## config.mk

```make
export PLATFORM = sky130hd
export DESIGN_NAME = sdet_cell
export DESIGN_NICKNAME = d
export VERILOG_FILES = /design/src/sdet_pkg.sv /design/src/sdet_cell.sv
export SDC_FILE = /design/constraint.sdc
export NUM_CORES = 1
export LEC_CHECK = 0
export ABC_AREA = 1
export BUFFER_PORTS_ARGS = -buffer_cell sky130_fd_sc_hd__buf_2
export CAP_MARGIN = 0
export CORE_ASPECT_RATIO = 1.4
export CORE_UTILIZATION = 35
export DETAILED_ROUTE_END_ITERATION = 8
export PLACE_DENSITY_LB_ADDON = 0.25
export SLEW_MARGIN = 10
export SYNTH_ARGS = -nofsm -noshare
export SYNTH_HDL_FRONTEND = slang
export SYNTH_SLANG_ARGS = --single-unit
```

## constraint.sdc

```tcl
create_clock -name clk -period 4.3 [get_ports clk]
set_input_delay 0.215 -clock clk [delete_from_list [all_inputs] [get_ports clk]]
set_output_delay 0.215 -clock clk [all_outputs]
set_load 0.01 [all_outputs]
```

## src/sdet_pkg.sv

```systemverilog
// sdet_pkg: shared constants, codes and types of the sorted entry table
// used by sdet_cell and sorted_dedup_entry_table; no dependencies
package sdet_pkg;

  // table size and derived widths
  localparam int TABLE_DEPTH = 256;
  localparam int IDX_W       = $clog2(TABLE_DEPTH);
  localparam int CNT_W       = IDX_W + 1;
  localparam int RIDX_W      = 8;
  localparam int CMP_W       = (CNT_W > RIDX_W) ? CNT_W : RIDX_W;

  // payload field widths
  localparam int ADDR_W   = 32;
  localparam int PORT_W   = 16;
  localparam int UPTIME_W = 32;
  localparam int TAG_W    = 16;
  localparam int KEY_W    = ADDR_W + PORT_W;
  localparam int STATUS_W = 3;
  localparam int POS_W    = 8;
  localparam int COUNT_W  = 9;

  typedef logic [IDX_W-1:0] idx_t;
  typedef logic [CNT_W-1:0] cnt_t;

  // operation codes
  typedef enum logic [1:0] {
    KIND_INSERT = 2'd0,
    KIND_READ   = 2'd1,
    KIND_CLEAR  = 2'd2,
    KIND_NONE   = 2'd3
  } kind_t;

  // result status codes
  typedef enum logic [STATUS_W-1:0] {
    ST_DONE     = 3'd0,
    ST_INSERTED = 3'd1,
    ST_REPLACED = 3'd2,
    ST_REJECTED = 3'd3,
    ST_FULL     = 3'd4,
    ST_RANGE    = 3'd5
  } status_t;

  // controller states
  typedef enum logic [1:0] {
    S_IDLE = 2'd0,
    S_CMP  = 2'd1,
    S_SEL  = 2'd2,
    S_DONE = 2'd3
  } state_t;

  // one table entry
  typedef struct packed {
    logic [ADDR_W-1:0]   addr;
    logic [PORT_W-1:0]   port;
    logic [UPTIME_W-1:0] uptime;
    logic [TAG_W-1:0]    tag;
  } entry_t;

  // broadcast command from the controller to every cell
  typedef struct packed {
    logic cmp_en;
    logic ins_go;
    logic rep_go;
  } cell_cmd_t;

  // per-cell compare result seen by the controller
  typedef struct packed {
    logic bnd;
    logic eq;
  } cell_flag_t;

endpackage

```

## src/sdet_cell.sv

```systemverilog
// sdet_cell: one table slot; compares its key with the broadcast key and
// shifts its entry to the right neighbor on insert; depends on sdet_pkg
module sdet_cell (
  input  logic                clk,
  input  logic                rst_n,
  input  sdet_pkg::idx_t      cell_idx,
  input  sdet_pkg::cnt_t      count,
  input  sdet_pkg::cell_cmd_t cmd,
  input  sdet_pkg::entry_t    new_ent,
  input  sdet_pkg::entry_t    left_ent,
  input  logic                left_lt,
  output sdet_pkg::entry_t    ent,
  output logic                lt,
  output sdet_pkg::cell_flag_t flags
);

  sdet_pkg::entry_t ent_r;
  logic             lt_r;
  logic             eq_r;
  logic             occ;
  logic [sdet_pkg::KEY_W-1:0] my_key;
  logic [sdet_pkg::KEY_W-1:0] new_key;
  logic             bnd;

  // slot holds a live entry when its index is below the fill count
  assign occ     = {1'b0, cell_idx} < count;
  assign my_key  = {ent_r.addr, ent_r.port};
  assign new_key = {new_ent.addr, new_ent.port};

  // first slot that is free or whose key is not smaller than the new key
  assign bnd = left_lt && !lt_r;

  // key compare flags
  always_ff @(posedge clk) begin
    if (!rst_n) begin
      lt_r <= 1'b0;
      eq_r <= 1'b0;
    end else if (cmd.cmp_en) begin
      lt_r <= occ && (my_key < new_key);
      eq_r <= occ && (my_key == new_key);
    end
  end

  // entry storage: take new entry at the boundary, shift right past it
  always_ff @(posedge clk) begin
    if (bnd && (cmd.ins_go || cmd.rep_go)) begin
      ent_r <= new_ent;
    end else if (cmd.ins_go && !lt_r) begin
      ent_r <= left_ent;
    end
  end

  assign ent       = ent_r;
  assign lt        = lt_r;
  assign flags.bnd = bnd;
  assign flags.eq  = eq_r;

endmodule

```

Yosys cells after proc, flatten, opt, wreduce, memory -nomap -nowiden
Index checks and enable logic that the tools add are counted.
{"block": "op_classes", "n_lt_le_gt_ge": 2, "reduce_logical": 8, "multipliers": 0, "div": 0, "n_bitwise": 0, "n_mux": 2, "n_eq_ne": 1, "n_addsub": 0, "shift": 0}
{"op": "$mux W96", "count": 2}
{"op": "$eq A48 B48 Y1", "count": 1}
{"op": "$lt A48 B48 Y1", "count": 1}
{"op": "$lt A8 B9 Y1", "count": 1}
{"op": "$logic_and A1 B1 Y1", "count": 5}
{"op": "$reduce_bool A2 Y1", "count": 1}
{"op": "$logic_not A1 Y1", "count": 1}
{"op": "$logic_or A1 B1 Y1", "count": 1}
{"block": "totals", "word_cells": 19, "in_bits": 215, "regBits": 98, "romBits": 0, "latch_bits": 0, "out_inout_bits": 99, "mem_bits_rw": 0, "mem_count": 0}

Longest topological paths before layout
{"block": "logic_depth", "depth_word": 4, "mapped_depth": 16}

Worst setup path after synthesis
OpenSTA, ideal clock, no wires.
{"block": "synth_timing", "kind": "reg2reg", "startpoint": "reg lt_r (netlist: lt)", "endpoint": "reg ent_r, in the netlist ent[0], enable pin", "setup_ps": 899, "stages_incl_launch_ff": 5, "slack_ps": 924, "arrival_time_ps": 2476, "cell_sequence": "dfxtp_1 -> nor2_4 -> o21ai_4 -> clkbuf_1 -> nand2_1"}
{"block": "synth_via", "elab_chain_cells": 4}
{"item": "from (decl)", "line_no": "sdet_cell.sv:18", "rtl": "logic lt_r;"}
{"item": "from (signal assigned)", "line_no": "sdet_cell.sv:39", "rtl": "lt_r <= occ && (my_key < new_key);"}
{"item": "$logic_not A1 Y1", "line_no": "sdet_cell.sv:31", "rtl": "assign bnd = left_lt && !lt_r;"}
{"item": "$logic_and A1 B1 Y1", "line_no": "sdet_cell.sv:31"}
{"item": "net bnd", "line_no": "sdet_cell.sv:23", "rtl": "logic bnd;"}
{"item": "$logic_and A1 B1 Y1", "line_no": "sdet_cell.sv:46", "rtl": "if (bnd && (cmd.ins_go || cmd.rep_go)) begin"}
{"item": "$reduce_bool A2 Y1 (no line)"}
{"item": "to (signal assigned)", "line_no": "sdet_cell.sv:47", "rtl": "ent_r <= new_ent;"}
{"item": "to (signal assigned)", "line_no": "sdet_cell.sv:49", "rtl": "ent_r <= left_ent;"}
{"item": "to (decl)", "line_no": "sdet_cell.sv:17", "rtl": "sdet_pkg::entry_t ent_r;"}
The timed path passes the listed nets, and every way through them passes these cells.
A chain may end at the register's enable or synchronous reset.

Worst setup path in the final report
{"block": "layout_timing", "startpoint": "reg lt_r (netlist: lt)", "endpoint": "reg ent_r, in the netlist ent[86], enable pin"}
{"block": "layout_via", "elab_chain_cells": 4}
{"item": "$logic_not A1 Y1 *", "line_no": "sdet_cell.sv:31, sdet_cell.sv:48"}
{"item": "$logic_and A1 B1 Y1", "line_no": "sdet_cell.sv:31"}
{"item": "$logic_and A1 B1 Y1", "line_no": "sdet_cell.sv:46"}
{"item": "$reduce_bool A2 Y1 (no line) *"}
Mark *: on every way between the ends. The rest lies on a longest branch, timed or not.

==> results.yml <==
clock_network:
  insertion_delay_ps: 350
  clockBufferDepth: 2
  cts_tree: "yes"
  htreeDepth: 3
  numCtsBuffers: 9
  post_cts_buffers: 0
  path_clk_slew_ps: 70
  clock_sinks: 98
  cts-root-buf: "clkbuf_16"
  cts_hold_buf: 0
  cts_resized: 0
floorplan:
  initial_core_util_pct: 35.8
  core_mm2: 0.0156
  ios: 314
  dieArea_mm2: 0.0165
  fp.dieH_um: 152
  die_w_um: 109
  fp-row-count: 54
sta:
  hold_viol: 0
  rsz0062_at_grt: "false"
  period_share_pct: 43.8
  finalSetupViolCount: 0
  fmax_mhz: 531
  hold_slack_ps: 117
  slew_headroom_pct: 56.8
  worstMarginPinSlew_ps: 648
  period_needed_ps: 1880
  timing.final.max_slew_violations: 0
  fin_setup_tns_ps: 0
  fin_skew_ps: 7.50
cells_and_area:
  areaGrowthSynthToFinish_pct: 36.1
  layout.nets: 1102
  layout-drive-gt1-share_pct: 45.0
  final_util_pct: 48.8
  design_area_mm2: 0.00761
logic_synthesis:
  synth.distinct_cells: 23
  yosysSeqAreaShare_pct: 52.3
  synth_area_mm2: 0.00559
  synth_area_leader_cell: "edfxtp_1"
  syn_avg_cell_area_um2: 10.7
  synth_nets: 792
  ys_ff_latch: 98
  yosysWarningCount: 0
  synthCells: 522
  synth_top_area_share_pct: 51.6
  synth_area_leaders: "edfxtp_1 (52%), ha_1 (12%), mux2_2 (8.3%)"
drt:
  viasPerCell: 4.58
  drc_errors: 0
  first_iter_violations: 166
  wl_per_cell_um: 14.5
  wl_um: 15000
  ant_nets: 0
  drt-pass1-iter-count: 4
  via_count: 4732
power_and_ir_drop:
  ir_worst_vdd_uv: 178
  powerDensity_mw_per_mm2: 358
  p_leak_nw: 3.87
setup_path:
  worstSetupStartpointType: "flip-flop"
  worstPathRequired_ps: 4300
  slowest_delay_ps: 480
  critPathArrivalTime_ps: 1890
  critical_path_buf_inv_count: 1
  slowest_stage: "buf_4"
  cp_cell_sequence: "nor2_4 -> o21ai_4 -> nand2_4 -> buf_4"
  ff2ff_path_depth: 4
  crit_fanout: 43
  cp_num_cells: 4
  crit_family: "simple AND/OR/NAND/NOR gates"
  worstSetupPathType: "flip-flop to flip-flop"
  crit_path_end_kind: "flip-flop"
placed_design:
  hpwl_um: 12000
  portBuffers: 313
  gp_congestion: 0.789
  place_area_mm2: 0.00731
outcome:
  status: "completed"
worst_hold_path:
  hold_class: "primary input to flip-flop"
  min_path_cells: 3
grt:
  antenna_found_initial: 1
  grt_pass1_vias: 4627
  grt-ovfl-total: 0
  use_met1_pct: 18.4
  use_met2_pct: 33.4
  use_met3_pct: 5.73
  top_usage_layer: "met2"
  grt_max_degree: 144
  grt_use_total_pct: 17.9
  grt_pass1_wl_um: 22100
flow_run:
  maxCapViolCount: 0
[synthesized netlist by cell type]
master    instances
clkbuf_1          2
dfxtp_1           2
buf_2             3
nor4_1            1
nor3_2            1
a21oi_1          22
ha_1             55
buf_6             5
nor2_4            1
a21o_1            3
edfxtp_1         96
and3_1            1
nor2_1           27
o21ai_4           1
nor3_1            3
o21ai_0          51
nand2_1         108
mux2_2           41
buf_4             7
nand3_1           4
inv_1            73
nand4_1           7
mux2_1            8
[logic make-up after synthesis]
logic type	count (synthesis)	share of synthesized area [%]
mux	49	9.87
compound gates	77	7.23
fa+ha+maj	55	12.3
flops	98	52.3
buf+inv	90	7.25
simple gates	153	11.1
[worst paths after layout]
kind                          start                end  slack (ps)
hold reg to reg   eq_r$_SDFFE_PN0P_  eq_r$_SDFFE_PN0P_         470
setup reg to reg    lt$_SDFFE_PN0P_  ent[86]$_DFFE_PP_        2420
hold / removal                rst_n  eq_r$_SDFFE_PN0P_         120
setup / recovery    lt$_SDFFE_PN0P_  ent[86]$_DFFE_PP_        2420
[area by class of cell]
| cell class | instances | area [µm²] |
|---|---|---|
| Clock inverter | 7 | 67.6 |
| Clock buffer | 9 | 225 |
| Multi-Input combinational cell | 334 | 2270 |
| Sequential cell | 98 | 2920 |
| Antenna cell | 1 | 2.50 |
| Fill cell | 1531 | 8000 |
| Inverter | 73 | 274 |
| Timing Repair Buffer | 316 | 1600 |
| Tap cell | 196 | 245 |
[metal layers]
metal	vias up	routed length [µm]	part of all wire, %
li1	2413	-	-
met1	2107	5400	36
met2	197	7960	53
met3	15	1390	9.2
met4	0	251	1.7
met5	-	0	0
[metrics by stage]
stage / power (mW) / setup WS [ps] / cells
final: 2.73 / 2420 / 1034
after global placement: 1.94 / 2400 / 1017
after floorplan: 1.66 / 924 / 522
after detailed placement: 1.95 / 2370 / 1017
after CTS: 2.77 / 2380 / 1033
after global routing: 2.89 / 2270 / 1033
[sequential cells by signal (all words and copies together), names as in the netlist]
register and count:
eq_r 1, lt 1, ent 96
[where the power goes]
group | internal, mW | switching (mW) | total, mW
Clock | 0.410 | 0.401 | 0.811
Combinational | 0.293 | 0.370 | 0.663
Sequential | 1.21 | 0.0466 | 1.25
[cell usage in the layout, fill, tap and decap left out]
| cell type | instances |
|---|---|
| inv_1 | 73 |
| mux2_2 | 41 |
| inv_6 | 4 |
| clkinv_8 | 1 |
| nor3_2 | 1 |
| ha_1 | 55 |
| diode_2 | 1 |
| a21o_1 | 3 |
| clkinv_2 | 1 |
| nor4_1 | 1 |
| buf_4 | 2 |
| nand3_1 | 4 |
| and3_1 | 1 |
| nand4_1 | 7 |
| o21ai_0 | 51 |
| nor2_4 | 1 |
| inv_8 | 1 |
| nand2_4 | 1 |
| nand2_1 | 107 |
| mux2_1 | 8 |
| nor2_1 | 27 |
| buf_2 | 313 |
| edfxtp_1 | 96 |
| o21ai_4 | 1 |
| dfxtp_1 | 2 |
| a21oi_1 | 22 |
| clkbuf_16 | 9 |
| buf_12 | 1 |
| nor3_1 | 3 |
[worst reg2reg max path: stages, from the launching register on]
cell     delay, ps
dfxtp_1        360
nor2_4         140
o21ai_4         90
nand2_4        450
buf_4          480
Note: power is estimated with default switching activity, not from simulation.
